[src/design/hpr_pkg.sv]
// ----------------------------------------------------------------------------
// hpr_pkg
// Shared types, codes and defaults of the horizontal polyphase resampler.
// ----------------------------------------------------------------------------
package hpr_pkg;

  // default sizing
  localparam int TAPS_DEF        = 8;
  localparam int FRAC_BITS_DEF   = 14;
  localparam int MAX_COLS_DEF    = 4096;
  localparam int WEIGHT_SETS_DEF = 64;

  // fixed field widths
  localparam int OPCODE_W = 2;
  localparam int INDEX_W  = 13;
  localparam int PIXEL_W  = 8;
  localparam int START_W  = 13;
  localparam int SET_W    = 6;
  localparam int TAP_W    = 3;
  localparam int WEIGHT_W = 16;
  localparam int ROW_W    = 12;
  localparam int ADDR_W   = 24;
  localparam int CFG_IDX_W  = 2;
  localparam int CFG_DATA_W = 13;
  localparam int COLS_W     = 13;
  localparam int BLK_COLS_W = 10;

  // output buffer layout: 8-row bands of 8x8 byte blocks
  localparam int BAND_SHIFT = 6;
  localparam int COL_SHIFT  = 3;
  localparam int ROW_IN_BLK = 3;
  localparam logic [ROW_IN_BLK-1:0] ROW_MASK = 3'h7;
  localparam int PIXEL_MAX  = 255;

  // register reset values
  localparam logic [COLS_W-1:0]     IN_COLS_RST      = 13'd4096;
  localparam logic [COLS_W-1:0]     OUT_COLS_RST     = 13'd4096;
  localparam logic                  COL_UPSCALE_RST  = 1'b0;
  localparam logic [BLK_COLS_W-1:0] OUT_BLK_COLS_RST = 10'd512;

  typedef enum logic [OPCODE_W-1:0] {
    OP_LOAD_PIXEL  = 2'd0,
    OP_LOAD_POINT  = 2'd1,
    OP_LOAD_WEIGHT = 2'd2,
    OP_COMPUTE     = 2'd3
  } opcode_t;

  typedef enum logic [CFG_IDX_W-1:0] {
    CFG_IN_COLS      = 2'd0,
    CFG_OUT_COLS     = 2'd1,
    CFG_COL_UPSCALE  = 2'd2,
    CFG_OUT_BLK_COLS = 2'd3
  } cfg_reg_t;

  // one tap issued to the multiply-accumulate unit
  typedef struct packed {
    logic valid;
    logic ok;
  } tap_issue_t;

endpackage

[src/design/hpr_mac.sv]
// ----------------------------------------------------------------------------
// hpr_mac
// Tap multiply-accumulate with final rounding shift and clamp to a byte.
// ----------------------------------------------------------------------------
module hpr_mac #(
  parameter int TAPS      = hpr_pkg::TAPS_DEF,
  parameter int FRAC_BITS = hpr_pkg::FRAC_BITS_DEF
) (
  input  logic                                clk,
  input  logic                                rst,
  input  logic                                clear,
  input  hpr_pkg::tap_issue_t                 issue,
  input  logic [hpr_pkg::PIXEL_W-1:0]         pixel,
  input  logic signed [hpr_pkg::WEIGHT_W-1:0] weight,
  output logic                                busy,
  output logic [hpr_pkg::PIXEL_W-1:0]         result
);

  localparam int PROD_W = hpr_pkg::PIXEL_W + 1 + hpr_pkg::WEIGHT_W;
  localparam int ACC_W  = PROD_W + $clog2(TAPS);

  hpr_pkg::tap_issue_t    issue_d1;
  logic                   prod_valid;
  logic signed [PROD_W-1:0] prod;
  logic signed [ACC_W-1:0]  acc;
  logic signed [ACC_W:0]    rnd;
  logic signed [ACC_W:0]    shifted;

  // memory data arrives in the cycle after the issue
  always_ff @(posedge clk) begin
    if (rst) begin
      issue_d1   <= '0;
      prod_valid <= 1'b0;
    end else begin
      issue_d1   <= issue;
      prod_valid <= issue_d1.valid;
    end
  end

  always_ff @(posedge clk) begin
    if (issue_d1.ok) begin
      prod <= PROD_W'($signed({1'b0, pixel})) * PROD_W'(weight);
    end else begin
      prod <= '0;
    end
  end

  always_ff @(posedge clk) begin
    if (clear) begin
      acc <= '0;
    end else if (prod_valid) begin
      acc <= acc + ACC_W'(prod);
    end
  end

  assign busy = issue_d1.valid | prod_valid;

  // floor shift, so negative sums end up clamped to zero
  always_comb begin
    rnd     = (ACC_W+1)'(acc) + ((ACC_W+1)'(1) <<< (FRAC_BITS - 1));
    shifted = rnd >>> FRAC_BITS;
    if (shifted < 0) begin
      result = '0;
    end else if (shifted > (ACC_W+1)'(hpr_pkg::PIXEL_MAX)) begin
      result = hpr_pkg::PIXEL_W'(hpr_pkg::PIXEL_MAX);
    end else begin
      result = shifted[hpr_pkg::PIXEL_W-1:0];
    end
  end

endmodule

[config.mk]
export PLATFORM = sky130hd
export DESIGN_NAME = hpr_mac
export DESIGN_NICKNAME = d
export VERILOG_FILES = /design/src/design/hpr_pkg.sv /design/src/design/hpr_mac.sv
export SDC_FILE = /design/constraint.sdc
export NUM_CORES = 1
export LEC_CHECK = 0
export BUFFER_PORTS_ARGS = -buffer_cell sky130_fd_sc_hd__buf_2
export CORE_MARGIN = 4
export CORE_UTILIZATION = 37
export CTS_CLUSTER_SIZE = 12
export DETAILED_ROUTE_END_ITERATION = 12
export SLEW_MARGIN = 40
export SYNTH_ARGS = -nofsm -noshare
export SYNTH_HDL_FRONTEND = slang
export SYNTH_SLANG_ARGS = --single-unit
export TNS_END_PERCENT = 100
[constraint.sdc]
create_clock -name clk -period 6.75 [get_ports clk]
set_input_delay 1.35 -clock clk [delete_from_list [all_inputs] [get_ports clk]]
set_output_delay 1.35 -clock clk [all_outputs]
set_load 0.01 [all_outputs]
* After elaboration in Yosys (flattened, before gate mapping)
Index checks and enable logic that the tools add are counted.
W data, S select, Z words.
** Storage, ports and cells
- Logic and storage cells :: 13
- Latch bits :: 0
- Register bits after elaboration :: 56
- Output and inout bits :: 9
- RAM bits :: 0
- Bits in read-only memories :: 0
- Input port bits :: 29
- Memories kept :: 0
** Cells by class
- Muxes and demuxes :: 2
- Bitwise logic cells :: 1
- Add/subtract/negate cells :: 2
- Divide/modulo/power cells :: 0
- Eq/ne operators :: 0
- $lt $le $gt $ge :: 2
- Shift operators :: 0
- Reduce and logical (&&, ||, !) cells :: 0
- $mul :: 1
** Operators with widths (count)
- $add A28 B15 Y29 const B :: 1
- $add A28 B25 Y28 :: 1
- $mul A9 B16 Y25 :: 1
- $mux W8 :: 2
- $gt A15 B9 Y1 const B :: 1
- $lt A15 B1 Y1 const B :: 1
- $or A1 B1 Y1 :: 1

* Logic depth before layout (Yosys ltp)
- Depth in word-level cells :: 4
- Mapped depth :: 19
- Depth with buffers taken out :: 18

* Least setup slack after synthesis
No wires, ideal clock.
- Kind :: input-to-reg
- Start :: in pixel[2] (netlist name)
- End :: reg prod[21]
- Data required time :: 6620 ps
- Path buffers :: 1
- Data arrival time :: 5694 ps
- Setup slack :: 926 ps
- Cell stages on the path :: 17
- Library setup time :: 130 ps
- Cell sequence :: clkbuf_1 -> nand2_1 -> fa_1 -> inv_1 -> fa_1 -> fa_1 -> inv_1 -> fa_1 -> inv_1 -> ha_1 -> and2_1 -> or4_1 -> o211ai_1 -> a31oi_1 -> o31ai_1 -> nand3_1 -> nor3b_1
** Between the ends
- Word-level cells in the longest chain between the ends :: 1
** RTL lines
- start: declaration :: RTL line hpr_mac.sv:13 : input logic [hpr_pkg::PIXEL_W-1:0] pixel,
- $mul A9 B16 Y25 :: RTL line hpr_mac.sv:42 : prod <= PROD_W'($signed({1'b0, pixel})) * PROD_W'(weight);
- end signal: assignment :: RTL line hpr_mac.sv:42
- end: declaration :: RTL line hpr_mac.sv:24 : logic signed [PROD_W-1:0] prod;
Every way passes these cells.
A chain may end at the register's enable or synchronous reset.

* Worst setup path in the final report
- Start :: in pixel[2] (netlist name)
- End :: reg prod[22]
Same word-level chain as after synthesis.

==> results.md <==
- Outcome: finished, final reports clean
- Worst rel slew slack: 59.6%
- Cell Pwr Density: 277 nW/um^2
- Tmin final: 5.92 ns
- Largest cells by area after synthesis: fa_1 26%, dfxtp_1 14%, ha_1 12%
- CTS H-tree depth: 2
- Antenna Cells: 0
- First-pass GRT wire length: 28.2 mm
- Clk_skew: 0.00474 ns
- Initial Util: 37.7%
- Critical R2R Capture: acc[26]
- Largest net degree at the start of global routing: 39
- CP startpoint: pixel[2]
- Synth area leader: fa_1
- Clk_lat worst skew: 0.30 ns
- CP Capture Point: prod[22]
- Die width: 154 um
- Cell area after layout: 8560 sq um
- Pre-antenna DRT Iters: 4
- Placed Area: 8390 sq um
- CP required: 6.92 ns
- Vias in the first global route: 5978
- IO Count: 38
- Adder-cell share of the synthesized area: 38.3%
- Yosys reg bits: 56
- Nature of the critical path startpoint: primary input
- Final hold violation count: 0
- TritonCTS clock tree: done
- Post_cts resized: 0
- Fmax: 169 MHz
- Post-synth top cells: 162 x inv_1, 103 x fa_1, 88 x and2_1
- DRT iter0 DRCs: 226
- Max_cap viols: 0
- Synth Area in XOR/XNOR: 4.31%
- Slew at the pin closest to its max-slew limit: 0.605 ns
- Die area: 23800 sq um
- Top FF cell, synth: dfxtp_1
- Clk slew on worst S/H paths: 0.07 ns
- Layout cells sized above 1: 6.29%
- Synth Area in Compound Gates: 12.8%
- Cell Area, Synth: 7930 sq um
- Via count: 5885
- Final period utilization: 87.7%
- Core box area: 21000 sq um
- GRT Total Usage: 13.8%
- Top cell type's share of synthesized area: 26.0%
- DP Wirelength: 13.2 mm
- Internal reg-to-reg setup slack: 3.76 ns
- Critical path endpoint category: flip-flop
- Post-synthesis sequential area ratio: 14.1%
- RSZ-0062 raised after global routing: no
- Static Leak: 0.00422 uW
- Post-CTS Setup Bufs: 0
- Final Net Count: 1163
- VDD IR max: 126 uV
- WS Path Type: in2reg
- Netlist cell types: 54
- GPL Wtd Cong: 0.811
- Cell with the most instances after synthesis: inv_1
- FFs w/ async S/R, synth: 0%
- Hold WC Path Type: reg2reg
- Post-Synthesis Cells: 929
- Die height: 154 um
- EDFF count, synth: 0
- Hold-fix buffers at CTS: 0
- Antenna violations before repair: 0
- Post-synthesis simple-gate area fraction: 19.5%
- Cell Rows: 53
- Endpoints failing setup: 0
- Post-synthesis net count: 1139
- Fraction of synthesized area in multiplexers: 2.30%
- Clock Tree Root: clkbuf_16
- Post-DRT Antenna Nets: 0
- Residual DRC: 0
- Synth-to-layout area growth: 7.94%
- TritonCTS Sinks: 56
- Main combinational cell family by area after synthesis: adder cells
- Global route total overflow: 0
- Num CTS Buffers: 5
- Mean Syn Cell Area: 8.53 sq um
- Average wire per standard cell: 12.8 um
- Worst reg2reg startpoint: acc[0]
- Drt total wl: 15.7 mm
- Setup TNS: 0 ns
- Arr. time, crit path: 6.09 ns
- Vias per cell: 4.79
- Ys Warns: 0
- Reg2reg path depth: 11
- Filler cells: 2138
- I/O Buffers: 37
- CP max FO: 16
- Max-slew violations: 0
- CTS Buffer Depth: 2
[worst max-delay path, stage by stage]
cell,delay (ns)
buf_2,0.29
nand2_1,0.13
fa_1,0.55
inv_1,0.05
fa_1,0.45
ha_1,0.29
inv_1,0.05
fa_1,0.53
inv_1,0.07
fa_1,0.47
a211oi_1,0.36
o21ai_1,0.14
a21oi_1,0.19
o21ai_1,0.12
a41oi_1,0.34
a21oi_1,0.15
a2111oi_0,0.46
nor4_1,0.10
[area by class of cell]
cell class | instances | area (sq um) | area share (%)
timing repair buffer | 38 | 193 | 2.25
tap | 275 | 344 | 4.02
clock buffer | 5 | 125 | 1.46
sequential | 56 | 1120 | 13.1
multi-input combinational | 690 | 6120 | 71.5
inverter | 162 | 608 | 7.11
clock inverter | 3 | 46.3 | 0.541
[placed cells by master (no fill, tap or decap), drive strengths merged, types with 4 or more instances in the layout]
master,instances
o22ai,8
nand3,15
nand2b,16
nor2,48
clkbuf,5
a31oi,8
fa,103
mux2i,16
nand2,73
ha,78
nor2b,8
or2,7
nand4,6
o21ai,29
a211oi,10
o21bai,5
dfxtp,56
o21a,7
and3,12
and2,88
inv,163
o31ai,7
a21oi,43
xor2,15
buf,38
nor4,4
a21o,18
xnor2,24
nor3,12
[kinds of logic after synthesis]
group | Yosys count
AO/OA/AOI/OAI | 154
XOR/XNOR | 39
adder cells (fa/ha/maj) | 181
buffers and inverters | 183
flip-flops | 56
multiplexers | 18
AND/OR/NAND/NOR | 298
[per-layer routing]
metal  track usage (%)  up-vias  wire length [um]
li1                  -     3065                 -
met1              20.6     2743              8280
met2              21.6       69              6830
met3              1.51        8               455
met4              2.78        0               149
met5                 0        -                 0
[how the worst min path moves through the flow]
stage | from | to | slack [ns] | cells after the start
3_5_place_dp | issue_d1[1] | prod_valid | 0.45 | 1
3_3_place_gp | issue_d1[1] | prod_valid | 0.44 | 1
6_report | issue_d1[1] | prod_valid | 0.46 | 1
4_1_cts | issue_d1[1] | prod_valid | 0.46 | 1
5_1_grt | issue_d1[1] | prod_valid | 0.49 | 1
2_1_floorplan | issue_d1[1] | prod_valid | 0.43 | 1
[metrics by stage]
| stage | std cells | utilization [%] | setup slack [ns] | total power (uW) | hold slack (ns) |
|---|---|---|---|---|---|
| finish | 1229 | 40.7 | 0.834 | 2370 | 0.459 |
| global placement | 1221 | 39.9 | 0.575 | 2070 | 0.442 |
| floorplan | 929 | - | 0.926 | 1750 | 0.429 |
| global route | 1229 | 40.7 | 0.536 | 2700 | 0.488 |
| detailed placement | 1221 | 39.9 | 0.476 | 2080 | 0.453 |
| CTS | 1229 | 40.7 | 0.803 | 2390 | 0.465 |
[sequential cells by signal (all words and copies together) (netlist names)]
register,cells
acc,28
issue_d1,2
prod,25
prod_valid,1
[where the power goes]
part / leakage, uW / internal, uW / switching (uW) / total (uW)
Sequential: 0.000457 / 378 / 26.2 / 405
Clock: 0.0000804 / 176 / 119 / 295
Combinational: 0.00368 / 720 / 947 / 1670
Total: 0.00422 / 1270 / 1090 / 2370
No activity file was read; power rests on OpenSTA's default activity.
